==> config.mk <==
export PLATFORM = sky130hd
export DESIGN_NAME = http_chunked_body_decoder
export DESIGN_NICKNAME = d
export VERILOG_FILES = /design/src/design/hcd_pkg.sv /design/src/design/hcd_parse.sv /design/src/design/hcd_queue.sv /design/src/design/hcd_out.sv /design/src/design/http_chunked_body_decoder.sv
export SDC_FILE = /design/constraint.sdc
export NUM_CORES = 1
export LEC_CHECK = 0
export BUFFER_PORTS_ARGS = -buffer_cell sky130_fd_sc_hd__clkbuf_2
export CORE_MARGIN = 2
export CORE_UTILIZATION = 61
export DETAILED_ROUTE_END_ITERATION = 8
export GPL_ROUTABILITY_DRIVEN = 0
export GPL_TIMING_DRIVEN = 0
export MAX_ROUTING_LAYER = met4
export PLACE_DENSITY = 0.82
export SETUP_SLACK_MARGIN = 0.5
export SLEW_MARGIN = 20
export SYNTH_ARGS = -nofsm -noshare
export SYNTH_HDL_FRONTEND = slang
export SYNTH_SLANG_ARGS = --single-unit
export TNS_END_PERCENT = 50
==> constraint.sdc <==
create_clock -name clk -period 6.15 [get_ports clk]
set_input_delay 1.23 -clock clk [delete_from_list [all_inputs] [get_ports clk]]
set_output_delay 1.23 -clock clk [all_outputs]
set_load 0.01 [all_outputs]
==> src/design/hcd_pkg.sv <==
// shared types, constants and helper functions for the chunked body decoder
package hcd_pkg;

  // default width of the chunk size and byte counters
  localparam int SIZE_BITS_DEF = 32;

  // configuration register file
  localparam int CFG_ADDR_W = 3;
  localparam int CFG_DATA_W = 32;
  localparam int CHUNK_CNT_W = 10;
  localparam logic [CHUNK_CNT_W-1:0] MAX_CHUNKS_RESET = CHUNK_CNT_W'(1000);
  localparam logic REG_MAX_CHUNKS = 1'b0;

  // queue between parser and output stage
  localparam int QUEUE_DEPTH = 4;
  localparam int QUEUE_PTR_W = $clog2(QUEUE_DEPTH);
  localparam int QUEUE_CNT_W = $clog2(QUEUE_DEPTH + 1);

  // header match text
  localparam int PAT_LEN = 26;
  localparam int PAT_IDX_W = 5;
  localparam logic [8*PAT_LEN-1:0] TE_TEXT = "Transfer-Encoding: chunked";

  localparam logic [7:0] CHAR_CR = 8'h0d;
  localparam logic [7:0] CHAR_LF = 8'h0a;
  localparam logic [7:0] CHAR_SP = 8'h20;
  localparam logic [7:0] CHAR_TAB = 8'h09;

  // one decoded byte on its way to the output stage
  typedef struct packed {
    logic [7:0] data;
    logic       err;
    logic       done;
  } q_entry_t;

  // push request from the parser into the queue
  typedef struct packed {
    logic     push;
    q_entry_t entry;
  } q_push_t;

  // character of the header match text at a given index, zero past its end
  function automatic logic [7:0] te_char(input logic [PAT_IDX_W-1:0] idx);
    logic [7:0] c;
    c = 8'h00;
    if (int'(idx) < PAT_LEN) begin
      c = TE_TEXT[8*(PAT_LEN-1-int'(idx)) +: 8];
    end
    return c;
  endfunction

  // expected byte of the CR LF CR LF end of header
  function automatic logic [7:0] end_char(input logic [1:0] idx);
    return idx[0] ? CHAR_LF : CHAR_CR;
  endfunction

  // hex digit decode: {valid, value}
  function automatic logic [4:0] hex_val(input logic [7:0] b);
    logic [4:0] r;
    r = 5'b0;
    if (b >= "0" && b <= "9") begin
      r = {1'b1, 4'(b - "0")};
    end else if (b >= "a" && b <= "f") begin
      r = {1'b1, 4'(b - "a" + 8'd10)};
    end else if (b >= "A" && b <= "F") begin
      r = {1'b1, 4'(b - "A" + 8'd10)};
    end
    return r;
  endfunction

  // whitespace: space, tab, lf, vt, ff, cr
  function automatic logic is_space(input logic [7:0] b);
    return (b == CHAR_SP) || (b >= CHAR_TAB && b <= CHAR_CR);
  endfunction

endpackage

==> src/design/hcd_parse.sv <==
// front part: accepts bytes, tracks header and chunk framing, classifies each byte
module hcd_parse import hcd_pkg::*; #(
  parameter int SIZE_BITS = SIZE_BITS_DEF
) (
  input  logic                   clk,
  input  logic                   rst_n,
  input  logic                   in_valid,
  output logic                   in_ready,
  input  logic [7:0]             in_data_byte,
  input  logic                   in_message_start,
  input  logic [CHUNK_CNT_W-1:0] max_chunks,
  input  logic                   q_full,
  output q_push_t                q_req
);

  typedef enum logic [2:0] {
    M_HEADER,
    M_SIZE,
    M_SIZE_LF,
    M_DATA,
    M_CLOSE,
    M_RAW,
    M_ERROR
  } mode_t;

  mode_t                  mode_r, mode_nxt, mode_c;
  logic [PAT_IDX_W-1:0]   pat_r, pat_nxt, pat_c;
  logic [1:0]             crlf_r, crlf_nxt, crlf_c;
  logic                   chunked_r, chunked_nxt, chunked_c;
  logic                   digit_r, digit_nxt, digit_c;
  logic [SIZE_BITS-1:0]   acc_r, acc_nxt, acc_c;
  logic [SIZE_BITS-1:0]   rem_r, rem_nxt, rem_c;
  logic [CHUNK_CNT_W-1:0] chunk_r, chunk_nxt, chunk_c;
  logic                   in_fire;
  logic [4:0]             hex;
  logic [7:0]             b;

  assign in_ready = ~q_full;
  assign in_fire  = in_valid & in_ready;
  assign b        = in_data_byte;
  assign hex      = hex_val(b);

  // parser next state and byte classification
  always_comb begin
    // message start clears the parser before this byte is looked at
    if (in_message_start) begin
      mode_c    = M_HEADER;
      pat_c     = '0;
      crlf_c    = '0;
      chunked_c = 1'b0;
      digit_c   = 1'b0;
      acc_c     = '0;
      rem_c     = '0;
      chunk_c   = '0;
    end else begin
      mode_c    = mode_r;
      pat_c     = pat_r;
      crlf_c    = crlf_r;
      chunked_c = chunked_r;
      digit_c   = digit_r;
      acc_c     = acc_r;
      rem_c     = rem_r;
      chunk_c   = chunk_r;
    end

    mode_nxt    = mode_c;
    pat_nxt     = pat_c;
    crlf_nxt    = crlf_c;
    chunked_nxt = chunked_c;
    digit_nxt   = digit_c;
    acc_nxt     = acc_c;
    rem_nxt     = rem_c;
    chunk_nxt   = chunk_c;

    q_req.push       = 1'b0;
    q_req.entry.data = b;
    q_req.entry.err  = 1'b0;
    q_req.entry.done = 1'b0;

    case (mode_c)
      M_HEADER: begin
        // look for the transfer-encoding text
        if (!chunked_c) begin
          if (int'(pat_c) < PAT_LEN && b == te_char(pat_c)) begin
            pat_nxt = pat_c + PAT_IDX_W'(1);
          end else begin
            pat_nxt = (b == te_char('0)) ? PAT_IDX_W'(1) : '0;
          end
          if (int'(pat_nxt) >= PAT_LEN) begin
            chunked_nxt = 1'b1;
            pat_nxt     = '0;
          end
        end
        // look for the blank line that ends the header
        if (b == end_char(crlf_c)) begin
          if (crlf_c == 2'd3) begin
            crlf_nxt = '0;
            if (chunked_nxt) begin
              mode_nxt  = M_SIZE;
              digit_nxt = 1'b0;
              acc_nxt   = '0;
            end else begin
              mode_nxt = M_RAW;
            end
          end else begin
            crlf_nxt = crlf_c + 2'd1;
          end
        end else begin
          crlf_nxt = (b == CHAR_CR) ? 2'd1 : 2'd0;
        end
        q_req.push = 1'b1;
      end

      M_SIZE: begin
        if (hex[4]) begin
          // a digit that would overflow the size counts as malformed
          if (acc_c[SIZE_BITS-1 -: 4] != 4'd0) begin
            mode_nxt        = M_ERROR;
            q_req.push      = 1'b1;
            q_req.entry.err = 1'b1;
          end else begin
            acc_nxt   = {acc_c[SIZE_BITS-5:0], hex[3:0]};
            digit_nxt = 1'b1;
          end
        end else if (!digit_c) begin
          if (!is_space(b)) begin
            mode_nxt        = M_ERROR;
            q_req.push      = 1'b1;
            q_req.entry.err = 1'b1;
          end
        end else if (b != CHAR_CR) begin
          mode_nxt        = M_ERROR;
          q_req.push      = 1'b1;
          q_req.entry.err = 1'b1;
        end else begin
          digit_nxt = 1'b0;
          chunk_nxt = chunk_c + CHUNK_CNT_W'(1);
          if (acc_c == '0) begin
            // last chunk: pass the closing sequence
            mode_nxt   = M_CLOSE;
            crlf_nxt   = 2'd3;
            q_req.push = 1'b1;
          end else begin
            rem_nxt  = acc_c;
            mode_nxt = M_SIZE_LF;
          end
        end
      end

      M_SIZE_LF: begin
        mode_nxt = M_DATA;
      end

      M_DATA: begin
        rem_nxt = rem_c - SIZE_BITS'(1);
        if (rem_nxt == '0) begin
          if (chunk_c >= max_chunks) begin
            mode_nxt = M_ERROR;
          end else begin
            mode_nxt  = M_SIZE;
            digit_nxt = 1'b0;
            acc_nxt   = '0;
          end
        end
        q_req.push = 1'b1;
      end

      M_CLOSE: begin
        crlf_nxt   = crlf_c - 2'd1;
        q_req.push = 1'b1;
        if (crlf_nxt == 2'd0) begin
          mode_nxt         = M_RAW;
          q_req.entry.done = 1'b1;
        end
      end

      M_ERROR: begin
        q_req.push      = 1'b1;
        q_req.entry.err = 1'b1;
      end

      default: begin
        q_req.push = 1'b1;
      end
    endcase

    if (!in_fire) begin
      q_req.push = 1'b0;
    end
  end

  // parser state
  always_ff @(posedge clk) begin
    if (!rst_n) begin
      mode_r    <= M_HEADER;
      pat_r     <= '0;
      crlf_r    <= '0;
      chunked_r <= 1'b0;
      digit_r   <= 1'b0;
      acc_r     <= '0;
      rem_r     <= '0;
      chunk_r   <= '0;
    end else if (in_fire) begin
      mode_r    <= mode_nxt;
      pat_r     <= pat_nxt;
      crlf_r    <= crlf_nxt;
      chunked_r <= chunked_nxt;
      digit_r   <= digit_nxt;
      acc_r     <= acc_nxt;
      rem_r     <= rem_nxt;
      chunk_r   <= chunk_nxt;
    end
  end

endmodule

==> src/design/hcd_queue.sv <==
// short queue of classified bytes between the parser and the output stage
module hcd_queue import hcd_pkg::*; (
  input  logic     clk,
  input  logic     rst_n,
  input  q_push_t  q_req,
  output logic     q_full,
  input  logic     q_pop,
  output logic     q_valid,
  output q_entry_t q_head
);

  q_entry_t               mem_r [QUEUE_DEPTH];
  logic [QUEUE_PTR_W-1:0] wr_ptr_r, rd_ptr_r;
  logic [QUEUE_CNT_W-1:0] cnt_r;
  logic                   do_push, do_pop;

  assign q_full  = (cnt_r == QUEUE_CNT_W'(QUEUE_DEPTH));
  assign q_valid = (cnt_r != '0);
  assign q_head  = mem_r[rd_ptr_r];
  assign do_push = q_req.push & ~q_full;
  assign do_pop  = q_pop & q_valid;

  // storage
  always_ff @(posedge clk) begin
    if (do_push) begin
      mem_r[wr_ptr_r] <= q_req.entry;
    end
  end

  // pointers and fill count
  always_ff @(posedge clk) begin
    if (!rst_n) begin
      wr_ptr_r <= '0;
      rd_ptr_r <= '0;
      cnt_r    <= '0;
    end else begin
      if (do_push) begin
        wr_ptr_r <= (int'(wr_ptr_r) == QUEUE_DEPTH - 1) ? '0 : wr_ptr_r + QUEUE_PTR_W'(1);
      end
      if (do_pop) begin
        rd_ptr_r <= (int'(rd_ptr_r) == QUEUE_DEPTH - 1) ? '0 : rd_ptr_r + QUEUE_PTR_W'(1);
      end
      if (do_push && !do_pop) begin
        cnt_r <= cnt_r + QUEUE_CNT_W'(1);
      end else if (do_pop && !do_push) begin
        cnt_r <= cnt_r - QUEUE_CNT_W'(1);
      end
    end
  end

endmodule

==> src/design/hcd_out.sv <==
// back part: output register that drains the queue onto the result channel
module hcd_out import hcd_pkg::*; (
  input  logic       clk,
  input  logic       rst_n,
  input  logic       q_valid,
  input  q_entry_t   q_head,
  output logic       q_pop,
  output logic       out_valid,
  input  logic       out_ready,
  output logic [7:0] out_byte,
  output logic       out_parse_error,
  output logic       out_done_res
);

  logic     out_valid_r;
  q_entry_t out_data_r;

  // load a new request whenever the register is empty or being taken
  assign q_pop = q_valid & (~out_valid_r | out_ready);

  always_ff @(posedge clk) begin
    if (!rst_n) begin
      out_valid_r <= 1'b0;
    end else if (!out_valid_r || out_ready) begin
      out_valid_r <= q_valid;
    end
  end

  always_ff @(posedge clk) begin
    if (q_pop) begin
      out_data_r <= q_head;
    end
  end

  assign out_valid       = out_valid_r;
  assign out_byte        = out_data_r.data;
  assign out_parse_error = out_data_r.err;
  assign out_done_res    = out_data_r.done;

endmodule

==> src/design/http_chunked_body_decoder.sv <==
// top level of the chunked transfer body decoder
//
// Input channel (in_valid/in_ready): one response byte per request, with
// in_message_start marking the first byte of a new message. Output channel
// (out_valid/out_ready): decoded bytes with parse_error and done_res flags.
// Header bytes always pass; chunk size lines and their CR LF are dropped
// and produce no output request, except the CR LF of the zero size line.
// Throughput: one byte per cycle while the queue is not full.
// A passed byte is written into the queue at the edge that accepts it and
// is then moved into the output register once that register is empty or
// being taken.
// A four-entry queue sits between the parser and the output register; when
// the receiver stalls the queue fills and in_ready drops once it is full.
// Reset (rst_n, synchronous) empties the queue, clears the parser to header
// mode and sets max_chunks to 1000. max_chunks is written over the APB-style
// port at address 0 and should be changed only while the block is idle.
module http_chunked_body_decoder import hcd_pkg::*; #(
  parameter int SIZE_BITS = SIZE_BITS_DEF
) (
  input  logic                  clk,
  input  logic                  rst_n,
  // byte input
  input  logic                  in_valid,
  output logic                  in_ready,
  input  logic [7:0]            in_data_byte,
  input  logic                  in_message_start,
  // decoded output
  output logic                  out_valid,
  input  logic                  out_ready,
  output logic [7:0]            out_byte,
  output logic                  out_parse_error,
  output logic                  out_done_res,
  // configuration
  input  logic                  psel,
  input  logic                  penable,
  input  logic                  pwrite,
  input  logic [CFG_ADDR_W-1:0] paddr,
  input  logic [CFG_DATA_W-1:0] pwdata,
  output logic [CFG_DATA_W-1:0] prdata,
  output logic                  pready
);

  logic [CHUNK_CNT_W-1:0] max_chunks_r;
  q_push_t                q_req;
  q_entry_t               q_head;
  logic                   q_full, q_valid, q_pop;
  logic                   reg_sel;

  // register decode
  assign pready  = 1'b1;
  assign reg_sel = (paddr[CFG_ADDR_W-1:2] == {(CFG_ADDR_W-2){REG_MAX_CHUNKS}});

  always_ff @(posedge clk) begin
    if (!rst_n) begin
      max_chunks_r <= MAX_CHUNKS_RESET;
    end else if (psel && penable && pwrite && reg_sel) begin
      max_chunks_r <= pwdata[CHUNK_CNT_W-1:0];
    end
  end

  assign prdata = reg_sel ? CFG_DATA_W'(max_chunks_r) : '0;

  // front: parser
  hcd_parse #(
    .SIZE_BITS(SIZE_BITS)
  ) u_parse (
    .clk             (clk),
    .rst_n           (rst_n),
    .in_valid        (in_valid),
    .in_ready        (in_ready),
    .in_data_byte    (in_data_byte),
    .in_message_start(in_message_start),
    .max_chunks      (max_chunks_r),
    .q_full          (q_full),
    .q_req           (q_req)
  );

  // decoupling queue
  hcd_queue u_queue (
    .clk    (clk),
    .rst_n  (rst_n),
    .q_req  (q_req),
    .q_full (q_full),
    .q_pop  (q_pop),
    .q_valid(q_valid),
    .q_head (q_head)
  );

  // back: output register
  hcd_out u_out (
    .clk            (clk),
    .rst_n          (rst_n),
    .q_valid        (q_valid),
    .q_head         (q_head),
    .q_pop          (q_pop),
    .out_valid      (out_valid),
    .out_ready      (out_ready),
    .out_byte       (out_byte),
    .out_parse_error(out_parse_error),
    .out_done_res   (out_done_res)
  );

endmodule

==> flow_summary.toml, run 1 <==
[run_status]
outcome = "finished clean"

[yosys]
synth_warnings = 0
synth_cells = 1280
syn_area_per_cell_um2 = 8.175
synth_enable_flop_cells = 50
async_s_r_ff_share_synth = 0
synth_top_flop_cell = "sky130_fd_sc_hd__dfxtp_1"
count_of_different_cell_masters_after_synthesis = 88
synth-seq-area-share = 0.3425
synth.cell_area_mm2 = 0.01046
ys_seq_elements = 154

[worst_setup_path]
timing.critical_path.max_delay_family = "buffers and inverters"
r2r.worst_path.cells = 13
cp.arrival_ns = 5.92
slowest_delay_ns = 0.49
timing.reg2reg.setup_slack_ns = 1.51
worst_setup_path_endpoint = "u_parse.acc_r[10]"
endpoint_kind = "flip-flop"
worst-setup-path-type = "input port to flip-flop"
critical_path.max_fanout = 10
cp_cell_sequence = "clkbuf_2 -> buf_2 -> buf_2 -> clkbuf_4 -> buf_2 -> clkbuf_2 -> clkbuf_4 -> clkbuf_2 -> nor2b_1 -> ha_1 -> a21o_1 -> a2111oi_0 -> o2bb2ai_1 -> nand4_1 -> o21a_4 -> nor2_4 -> buf_6 -> a311oi_2"
worst-path-stages = 18
crit_buf_inv = 9
worst_r2r_endpoint = "u_parse.pat_r[0]"
crit_reg_reg_startpoint = "u_parse.pat_r[1]"
crit_path_start_kind = "input port"
setup.worst_path.start = "in_message_start"
timing.critical_path.slowest_stage_cell = "sky130_fd_sc_hd__a2111oi_0"
critPathRequiredTime_ns = 6.43

[clock_network]
clk_latency_ns = 0.43
worst_setup_hold_path_clk_slew_ns = 0.06
tritoncts = "done"
clock_tree.root_cell = "sky130_fd_sc_hd__clkbuf_16"
tritoncts.num_buffers = 17
cts_num_sinks = 154
cts_htree_levels = 4
cts-hold-fix-buffers = 0
cts_buffer_depth = 2

[drt]
detailedRoute.firstIterationViolations = 1999
detailroute.via_count = 10970
drt_drc_violations_left = 0
avgRoutedWirePerCell_um = 20.77
vias_per_cell = 6.845
routed_wirelength_mm = 33.28
detail-route-antenna-nets = 0
firstDrtPassIters = 9

[run]
drv_cap = 0

[finish]
postLayoutCoreUtil = 0.7005
syn2layout_area_growth_pct = 11.80
diodes = 0
fillers = 1383
layout.cell_area.non_filler_mm2 = 0.01170
final_cells = 1602
layout.nets = 1451
final_layout_size_suffix_gt1_frac = 0.1346

[placed_design]
dpl_cell_area_mm2 = 0.01107
buffer_ports.inserted = 48
post-place-cells = 1570
placed_wire_length_estimate_mm = 23.29

[timing]
final.period_utilization = 0.9164
timing.final.crit_period_ns = 5.636
totalNegativeSetupSlack_ns = 0
final-hold-violation-count = 0
timing.fmax_ghz = 0.1774
final_slew_violations = 0
rsz0062_at_grt = "true"
max_slew_margin = 0.3074
clock-skew-final_ns = 0.009796
setup_viol = 0
slew_at_the_pin_closest_to_its_max_slew_limit_ns = 1.039

[global_routing]
overflow = 0
initial_antenna_violation_count = 0
global_route.usage.total = 0.3776
first_global_vias = 9881
grt_start_max_net_pins = 17
global_route_wire_length_before_repair_mm = 52.66

[power_and_ir_drop]
pwr-share-comb = 0.221
internal-power_mw = 1.959
powerDensity_mw_per_mm2 = 242.4
power.clock.fraction = 0.356
power.switching_mw = 0.8776
swShare = 0.3094
power_leakage_nw = 4.380
share_seq_of_total_power = 0.423
vdd_drop_max_mv = 0.2098

[floorplan]
rows = 47
die_area_mm2 = 0.01822
initial_utilization = 0.6265
floorplan.io_pins = 96
core_mm2 = 0.01670
die_y_um = 135.0
die_width_um = 135.0

[worst_hold_path]
hold_path.class = "flip-flop to flip-flop"
[power by group through the flow]
stage               registers [mW]  logic, mW  clock network, mW
detailed placement            1.22      0.599                  0
global placement              1.21      0.584                  0
floorplan                     1.23      0.398                  0
global route                  1.21      0.676               1.05
finish                        1.20      0.626               1.01
CTS                           1.20      0.611               1.01
[cell type report]
class / instances / area, um2 / area share
buffer: 119 / 590.6 / 0.05048
sequential: 154 / 3583 / 0.3063
multi-input combinational: 989 / 6299 / 0.5384
clock buffer: 21 / 460.4 / 0.03936
inverter: 39 / 148.9 / 0.01273
tap: 220 / 275.3 / 0.02353
timing repair buffer: 49 / 245.2 / 0.02096
clock inverter: 11 / 96.34 / 0.008235
[cell usage after synthesis, types with 22 or more instances]
| cell type | number | area [um2] |
|---|---|---|
| sky130_fd_sc_hd__a21oi_1 | 109 | 545.5 |
| sky130_fd_sc_hd__a22oi_1 | 27 | 202.7 |
| sky130_fd_sc_hd__buf_4 | 23 | 172.7 |
| sky130_fd_sc_hd__clkbuf_1 | 79 | 296.5 |
| sky130_fd_sc_hd__dfxtp_1 | 104 | 2082 |
| sky130_fd_sc_hd__edfxtp_1 | 50 | 1501 |
| sky130_fd_sc_hd__ha_1 | 30 | 375.4 |
| sky130_fd_sc_hd__inv_1 | 37 | 138.9 |
| sky130_fd_sc_hd__mux2i_1 | 22 | 220.2 |
| sky130_fd_sc_hd__nand2_1 | 132 | 495.5 |
| sky130_fd_sc_hd__nand3_1 | 26 | 130.1 |
| sky130_fd_sc_hd__nor2_1 | 142 | 533.0 |
| sky130_fd_sc_hd__nor2b_1 | 28 | 175.2 |
| sky130_fd_sc_hd__nor3_1 | 38 | 190.2 |
| sky130_fd_sc_hd__nor4_1 | 25 | 156.4 |
| sky130_fd_sc_hd__o21ai_0 | 78 | 390.4 |
[cells by family after synthesis]
kind of cell,after synthesis,share of synthesized area
and+or+nand+nor,496,0.2358
AOI/OAI and AO/OA,374,0.2449
buffers and inverters,158,0.06720
DFF,154,0.3425
muxes,36,0.04687
adders and majority gates,31,0.03779
xor gates and xnor gates,29,0.02427
other,2,0.0007177
[what timing repair did]
action | in CTS | in global routing
resized for setup | 21 | 14
endpoints found under the setup margin | 43 | 41
setup buffers | 0 | 0
endpoints found under the hold margin | 0 | 0
pin swaps | 0 | 3
[placed cells by master (no fill, tap or decap), drive strengths merged, types with 11 or more instances in the layout]
cell type,instances
ha,30
nand3,26
a31oi,13
nand2,132
mux2i,22
clkbuf,145
edfxtp,50
xor2,12
a311oi,25
inv,41
buf,44
o21a,11
or3,12
nand4,12
o22ai,15
nor2,143
nor4,27
xnor2,17
nor3,40
and3,15
nor2b,28
o21ai,78
a211oi,13
o211ai,12
a21oi,109
conb,23
a22oi,27
dfxtp,104
[how the worst min path moves through the flow]
| stage | startpoint | end | slack [ns] | cells after the start |
|---|---|---|---|---|
| 6_report | max_chunks_r[4] | max_chunks_r[4] | 0.46 | 2 |
| 2_1_floorplan | max_chunks_r[1] | max_chunks_r[1] | 0.44 | 2 |
| 3_3_place_gp | max_chunks_r[2] | max_chunks_r[2] | 0.44 | 2 |
| 3_5_place_dp | max_chunks_r[2] | max_chunks_r[2] | 0.45 | 2 |
| 5_1_grt | max_chunks_r[4] | max_chunks_r[4] | 0.47 | 2 |
| 4_1_cts | max_chunks_r[2] | max_chunks_r[2] | 0.46 | 2 |
[per-stage QoR]
step           hold slack, ns  setup slack, ns  power (mW)
2_1_floorplan          0.4363           0.6498       1.627
3_3_place_gp           0.4414           -1.558       1.797
3_5_place_dp           0.4472           -1.392       1.819
4_1_cts                0.4559           0.5106       2.824
5_1_grt                0.4699           0.4338       2.936
6_report               0.4553           0.5142       2.836
[flip-flops by register name (all words and copies together), names as in the netlist]
signal,count
u_parse.acc_r,32
u_parse.rem_r,32
u_queue.cnt_r,3
u_parse.chunked_r,1
u_queue.mem_r,40
u_parse.mode_r,3
max_chunks_r,10
u_parse.digit_r,1
u_parse.crlf_r,2
u_queue.wr_ptr_r,2
u_out.out_done_res,1
u_out.out_byte,8
u_out.out_valid,1
u_parse.pat_r,5
u_queue.rd_ptr_r,2
u_parse.chunk_r,10
u_out.out_parse_error,1
[worst register-to-register path, delay by kind of cell (launching register included)]
kind | cells | cell delay (ns)
AND/OR/NAND/NOR | 5 | 2.22
AO/OA/AOI/OAI | 4 | 1.02
buffers and inverters | 3 | 0.66
flip-flops | 1 | 0.34
adder cells (fa/ha/maj) | 1 | 0.29
[layer usage]
layer,wire length (um),part of all wire,vias to the layer above,GRT usage
met4,1963,0.059,0,0.1950
met5,0,0,-,-
li1,-,-,4881,-
met1,12730,0.38,5002,0.4881
met2,14080,0.42,871,0.5471
met3,4503,0.14,211,0.09760
No activity file was read; power rests on OpenSTA's default activity.
==> run 2, diff against run 1 <==
Settings changed: BUFFER_PORTS_ARGS -buffer_cell sky130_fd_sc_hd__clkbuf_2 to unset, CORE_UTILIZATION 61 to 65, DONT_BUFFER_PORTS set to 1, PLACE_DENSITY 0.82 to 0.81.
==> flow_summary.toml, run 2 (same netlist as run 1, synthesis figures left out) <==
[placed_design]
dpl_cell_area_mm2 = 0.01083
dpl_worst_slack_ns = -1.160
placed_wire_length_estimate_mm = 23.43
buffer_ports.inserted = 0

[timing]
max_slew_margin = 0.2125
clock-skew-final_ns = 0.01081
final-hold-violation-count = 0
setup_viol = 0
final.period_utilization = 0.8968
timing.final.ws_setup_ns = 0.6349
rsz0062_at_grt = "true"
timing.fmax_ghz = 0.1813
final_slew_violations = 0
slew_at_the_pin_closest_to_its_max_slew_limit_ns = 1.176
timing.hold.ws_ns = 0.4626
timing.final.crit_period_ns = 5.515

[power_and_ir_drop]
power.clock.fraction = 0.373
vdd_drop_max_mv = 0.2352
power.switching_mw = 0.9357
swShare = 0.3299
pwr-share-comb = 0.197
internal-power_mw = 1.900
power_leakage_nw = 4.199
powerDensity_mw_per_mm2 = 247.3
share_seq_of_total_power = 0.431

[clock_network]
cts_num_sinks = 154
tritoncts.num_buffers = 17
clock_tree.root_cell = "sky130_fd_sc_hd__clkbuf_16"
cts-hold-fix-buffers = 0
cts_buffer_depth = 2
clk_latency_ns = 0.44
worst_setup_hold_path_clk_slew_ns = 0.07
tritoncts = "done"
cts_htree_levels = 4

[finish]
layout.cell_area.non_filler_mm2 = 0.01147
largest_registers = "u_queue.mem_r x40, u_parse.acc_r x32, u_parse.rem_r x32"
final_layout_size_suffix_gt1_frac = 0.1049
final_common_cell = "sky130_fd_sc_hd__nor2_1"
postLayoutCoreUtil = 0.7245
commonest_cells_after_routing_fill_and_taps_aside = "142 x sky130_fd_sc_hd__nor2_1, 132 x sky130_fd_sc_hd__nand2_1, 108 x sky130_fd_sc_hd__a21oi_1, 104 x sky130_fd_sc_hd__dfxtp_1, 78 x sky130_fd_sc_hd__o21ai_0"
layout.nets = 1403
syn2layout_area_growth_pct = 9.589
max_flop_register = "u_queue.mem_r"
flip_flop_count_of_the_largest_register_all_copies_and_words_added = 40

[drt]
avgRoutedWirePerCell_um = 21.89
detailroute.via_count = 10900
detailedRoute.firstIterationViolations = 1770
firstDrtPassIters = 9
vias_per_cell = 7.026
detail-route-antenna-nets = 0
drt_drc_violations_left = 38
routed_wirelength_mm = 33.95

[worst_setup_path]
critical_path.max_fanout = 11
slowest_delay_ns = 0.53
setup.worst_path.start = "in_message_start"
worst-setup-path-type = "input port to flip-flop"
timing.critical_path.slowest_stage_cell = "sky130_fd_sc_hd__or4b_1"
crit_reg_reg_startpoint = "u_parse.pat_r[1]"
cp_cell_sequence = "clkbuf_2 -> inv_6 -> clkbuf_4 -> buf_2 -> clkbuf_4 -> nand2_1 -> ha_1 -> clkbuf_2 -> clkbuf_2 -> o32ai_1 -> a2111oi_2 -> nor2_1 -> or4b_1 -> a2111oi_2 -> nand3b_1 -> or3_1 -> a31oi_1"
endpoint_kind = "flip-flop"
timing.reg2reg.setup_slack_ns = 1.54
cp.arrival_ns = 5.86
critPathMostFrequentCell = "sky130_fd_sc_hd__clkbuf_2"
worst_r2r_endpoint = "u_parse.pat_r[0]"
crit_path_start_kind = "input port"
worst_setup_path_endpoint = "u_parse.pat_r[0]"
r2r.worst_path.cells = 14
critPathRequiredTime_ns = 6.50

[global_routing]
grt_start_max_net_pins = 19
overflow = 0
global_route_wire_length_before_repair_mm = 52.05
initial_antenna_violation_count = 1
first_global_vias = 9676
global_route.usage.total = 0.4103

[run]
drv_cap = 0

[floorplan]
floorplan.io_pins = 96
initial_utilization = 0.6611
core_mm2 = 0.01583
die_width_um = 130.9
die_area_mm2 = 0.01713
rows = 46
die_y_um = 130.9

[worst_hold_path]
hold_path.class = "flip-flop to flip-flop"

[run_status]
violations_in_the_final_reports = "DRC"
outcome = "finished, violations left"
[run 2: cell count changes in the layout (fill, tap and decap cells not counted), sizes merged]
cell,change
buf,-2
bufinv,-1
clkbuf,-50
clkinv,-1
clkinvlp,-3
diode,+1
inv,+9
[run 2: what timing repair did]
action,in CTS,in global routing
setup endpoints to repair,43,39
resized for setup,14,16
endpoints found under the hold margin,0,0
buffers inserted,0,0
pin swaps,0,1
[run 2: power groups by stage]
| stage | Sequential [mW] | Combinational (mW) | Clock (mW) |
|---|---|---|---|
| after floorplan | 1.23 | 0.398 | 0 |
| after global placement | 1.24 | 0.515 | 0 |
| after detailed placement | 1.24 | 0.528 | 0 |
| after CTS | 1.22 | 0.539 | 1.06 |
| after global routing | 1.23 | 0.596 | 1.10 |
| final | 1.22 | 0.557 | 1.06 |
[run 2: worst min-delay path by stage]
stage	startpoint	depth (start not counted)	slack, ns	end
finish	max_chunks_r[4]	2	0.46	max_chunks_r[4]
global route	max_chunks_r[1]	2	0.48	max_chunks_r[1]
CTS	max_chunks_r[1]	2	0.46	max_chunks_r[1]
detailed placement	max_chunks_r[1]	2	0.45	max_chunks_r[1]
global placement	max_chunks_r[2]	2	0.45	max_chunks_r[2]
floorplan	max_chunks_r[1]	2	0.44	max_chunks_r[1]
[run 2: cell type report]
class                      count  area, um2
antenna                        1      2.502
multi-input combinational    989       6277
fill                        1256       4360
timing repair buffer           1      5.005
inverter                      39      151.4
clock inverter                15      168.9
sequential                   154       3583
clock buffer                  17      425.4
tap                          216      270.3
buffer                       119      583.1
[run 2: stage by stage]
stage	instances	power (mW)	setup TNS (ns)
after global placement	1517	1.753	-57.51
final	1551	2.836	0
after detailed placement	1518	1.772	-40.36
after CTS	1550	2.819	0
after global routing	1551	2.928	0
after floorplan	1301	1.627	0
[run 2: critical path: cells and delay by family]
kind | cells | cell delay [ns]
adders and majority gates | 1 | 0.30
buffers and inverters | 7 | 1.76
AOI/OAI and AO/OA | 4 | 1.24
and+or+nand+nor | 5 | 1.34
[run 2: per-layer routing]
layer | GRT usage | part of all wire | wire (um) | vias up
li1 | - | - | - | 4773
met1 | 0.5246 | 0.38 | 12890 | 4967
met2 | 0.5846 | 0.41 | 13950 | 927
met3 | 0.1262 | 0.15 | 4929 | 230
met4 | 0.2153 | 0.064 | 2179 | 0
met5 | - | 0 | 0 | -
